--- src/rtl/core/cpvr_ram.sv ---
// Generic single write port, single read port RAM with registered read data.
module cpvr_ram #(
    parameter int WIDTH = 64,
    parameter int DEPTH = 64
) (
    input  logic                     i_clk,
    input  logic                     i_we,
    input  logic [$clog2(DEPTH)-1:0] i_waddr,
    input  logic [WIDTH-1:0]         i_wdata,
    input  logic                     i_re,
    input  logic [$clog2(DEPTH)-1:0] i_raddr,
    output logic [WIDTH-1:0]         o_rdata
);

    logic [WIDTH-1:0] r_mem [DEPTH];
    logic [WIDTH-1:0] r_rdata;

    always_ff @(posedge i_clk) begin
        if (i_we) begin
            r_mem[i_waddr] <= i_wdata;
        end
        if (i_re) begin
            r_rdata <= r_mem[i_raddr];
        end
    end

    assign o_rdata = r_rdata;

endmodule
--- config.mk ---
export PLATFORM = sky130hd
export DESIGN_NAME = cpvr_ram
export DESIGN_NICKNAME = d
export VERILOG_FILES = /design/src/rtl/core/cpvr_ram.sv
export SDC_FILE = /design/constraint.sdc
export NUM_CORES = 2
export LEC_CHECK = 0
export BUFFER_PORTS_ARGS = -buffer_cell sky130_fd_sc_hd__buf_2
export CORE_MARGIN = 8
export CORE_UTILIZATION = 45
export DETAILED_ROUTE_END_ITERATION = 10
export PLACE_DENSITY_LB_ADDON = 0.3
export SYNTH_ARGS = -nofsm -noshare
export SYNTH_HDL_FRONTEND = slang
export SYNTH_SLANG_ARGS = --single-unit
--- constraint.sdc ---
create_clock -name i_clk -period 6.35 [get_ports i_clk]
set_input_delay 0.635 -clock i_clk [delete_from_list [all_inputs] [get_ports i_clk]]
set_output_delay 0.635 -clock i_clk [all_outputs]
set_load 0.03 [all_outputs]
==> run summary <==
Final RePlAce weighted congestion = 0.7774
Vias/cell = 6.320
Total Power = 57.15 mW
Io pins = 143
Global route overflow = 0
Cell variety after synth = 32
Antenna violation net count after detailed routing = 0
Avg WL per Cell = 36.18 µm
Required time of the critical path = 7.04 ns
Part of the Yosys area used for sequential elements = 0.7957
Share of the synthesized area in the top cell type = 0.7957
Worst R2R Start = r_mem[9][14]
Total power per unit cell area = 321.5 mW/mm²
Top post-synthesis cells by area = sky130_fd_sc_hd__edfxtp_1 (80%), sky130_fd_sc_hd__mux4_2 (15%), sky130_fd_sc_hd__mux2i_1 (0.86%)
Largest delay share family, worst path = buffers and inverters
DP HPWL = 222.7 mm
Predominant post-synthesis flop cell = sky130_fd_sc_hd__edfxtp_1
Fraction of the cycle the final worst path needs = 0.4907
Setup Viol. Count Final = 0
LEAKAGE = 54.83 nW
Final hold slack = 0.2208 ns
Global Route Usage Sum = 0.2299
Status = completed
Share of flip-flops with an asynchronous set or reset = 0
Yosys top cell by area = sky130_fd_sc_hd__edfxtp_1
Clock buffer depth = 4
Max Cap Viol = 0
Critical path peak fanout = 33
Ranking of synthesized cells by instance count = sky130_fd_sc_hd__edfxtp_1 (4,160), sky130_fd_sc_hd__mux4_2 (1,024), sky130_fd_sc_hd__buf_2 (170), sky130_fd_sc_hd__a22oi_1 (168), sky130_fd_sc_hd__clkbuf_1 (140)
Transition at the pin with the smallest max-transition slack = 1.394 ns
Full die area = 0.3680 mm²
Buffers added on ports = 142
Area of the core region = 0.3483 mm²
H-Tree Level Count = 5
Fraction of layout cells with a size suffix above 1 = 0.2769
Synthesized area = 0.1570 mm²
Number of non-filler instances in the completed layout = 11,901
Worst Setup Slack post-DPL = 2.344 ns
Hold_sp = i_re
Global-route wire length before repair = 595.9 mm
Clk_skew = 0.07706 ns
DRC violation count after routing = 0
Net count after synthesis = 6,677
Setup TNS Final = 0 ns
Arrival time worst endpoint = 3.81 ns
Worst Slack Setup Final = 3.234 ns
Syn avg cell area = 23.79 µm²
Leading cell type by number of instances after synthesis = sky130_fd_sc_hd__edfxtp_1
Area Growth Syn to Fin = 13.21%
Area share of xor/xnor cells in the synthesized design = 0
Final hold violation count = 0
Crit Path Category = input pin to flip-flop
DRT iter0 DRCs = 9,807
Multiplexer share of the synthesized area = 0.1555
Hold Buf Count CTS = 0
Peak ir drop on the vdd network = 0.0002548 V
Clock Pin Slew Worst Setup and Hold Paths = 0.06 ns
Pin count of the biggest net entering global routing = 124
Synth Register Bits = 4,160
Setup repair after global routing missed its margin = no
Die Width = 606.7 µm
Critical path, cell by cell = buf_2 > nor2b_4 > buf_4 > a22o_1 > nor2_1 > a211oi_1
Final design utilization = 0.5102
Chip height = 606.7 µm
Final standard cell area without fillers = 0.1777 mm²
Skew-Pair Late Insertion Delay = 1.00 ns
Main combinational cell family by area after synthesis = multiplexers
Nets = 7,054
Antenna violations before repair = 41
Highest cell delay on the worst timing path = 1.04 ns
Type of the tightest min-delay check = input pin to flip-flop
Start point of the critical path = i_raddr[3]
Min cycle time layout = 3.116 ns
CTS Root Buffer Type = sky130_fd_sc_hd__clkbuf_16
Peak Freq = 320.9 MHz
Post-CTS setup-driven buffer insertion count = 0
Basic-gate share of the synthesized area counting and, or, nand and nor cells = 0.01235
Total number of vias = 75,220
Number of gates resized after CTS = 0
Startpoint types = input pin
EDFF count, synth = 4,160
Buffers plus inverters on the worst setup path = 2
Routed WL = 430.6 mm
Relative slew slack = 0.07034
Endpoint class of the critical path = flip-flop
Cell Count Post-Placement = 11,157
Cell row count = 217
Number of CTS-inserted buffers = 415
Slowest cell on crit path = sky130_fd_sc_hd__nor2b_4
Vias in the first global route = 76,112
Standard cell area after detailed placement = 0.1645 mm²
Starting density of the core = 0.4507
Drt pass-1 iters = 5
Clk sink count = 4,160
Cells after Synth = 6,598
Post-synthesis compound-gate area fraction = 0.02467
Adder and majority gate portion of the synthesized area = 0
Warnings from Yosys = 0
Number of max-slew violations in the final report = 0
CTS tree = done
per-layer routing:
layer / track usage / share of wire / up-vias
met4: 0.06563 / 0.030 / 24
li1: - / - / 29297
met5: 0 / 0.00038 / -
met3: 0.04358 / 0.089 / 659
met2: 0.3768 / 0.49 / 3833
met1: 0.3178 / 0.39 / 41407
area by class of cell:
type	instances	area (µm²)
Multi-Input combinational cell	2049	30780
Clock buffer	510	10780
Timing Repair Buffer	330	2980
Inverter	19	71.32
Tap cell	4599	5754
Sequential cell	4160	124900
Clock inverter	220	2414
Antenna cell	14	35.03
Fill cell	26663	170600
kinds of logic (layout without fill, tap and decap cells):
kind of cell	after synthesis	after routing
buffers and inverters	389	1079
and+or+nand+nor	386	386
muxes	1159	1159
DFF	4160	4160
AOI/OAI and AO/OA	504	504
other	0	14
final timing paths:
kind                                    end  slack, ns  depth (start not counted)
worst max-delay path            o_rdata[33]       3.23                          6
worst min-delay path            o_rdata[16]       0.22                          1
worst max register to register  o_rdata[14]       3.95                          5
worst min register to register  o_rdata[63]       0.90                          4
worst reg2reg max path, delay by kind of cell, from the launching register on:
family	cells	cell delay (ns)
flip-flops	1	0.41
AND/OR/NAND/NOR	2	0.40
multiplexers	1	0.46
AO/OA/AOI/OAI	2	0.86
where the power goes:
part	switching, mW	total [mW]	internal (mW)	leakage [nW]
sequential	0.134	30.6	30.5	37.5
combinational	1.66	2.59	0.932	11.0
clock	10.3	23.9	13.7	6.38
sequential cells by signal, summed over array words and instances (netlist names):
name / flops
o_rdata: 64
r_mem: 4096
placed cells by master (no fill, tap or decap), drive strengths merged, types with 2 or more instances in the layout:
cell type,netlist,routed
a22oi,168,168
nor2,112,112
or2,28,28
nand2,58,58
clkinvlp,0,15
a211oi,63,63
nor2b,28,28
nand3,45,45
bufinv,0,39
mux4,1024,1024
clkinv,0,159
edfxtp,4160,4160
and2,3,3
a22o,88,88
nand3b,2,2
o221ai,38,38
diode,0,14
nand2b,11,11
a2bb2oi,19,19
inv,19,26
clkbuf,140,510
nor3,2,2
buf,230,330
mux2i,135,135
a31oi,18,18
and3,64,64
o22ai,83,83
a41oi,26,26
or3,29,29
nand4,2,2
Note: power is estimated with default switching activity, not from simulation.
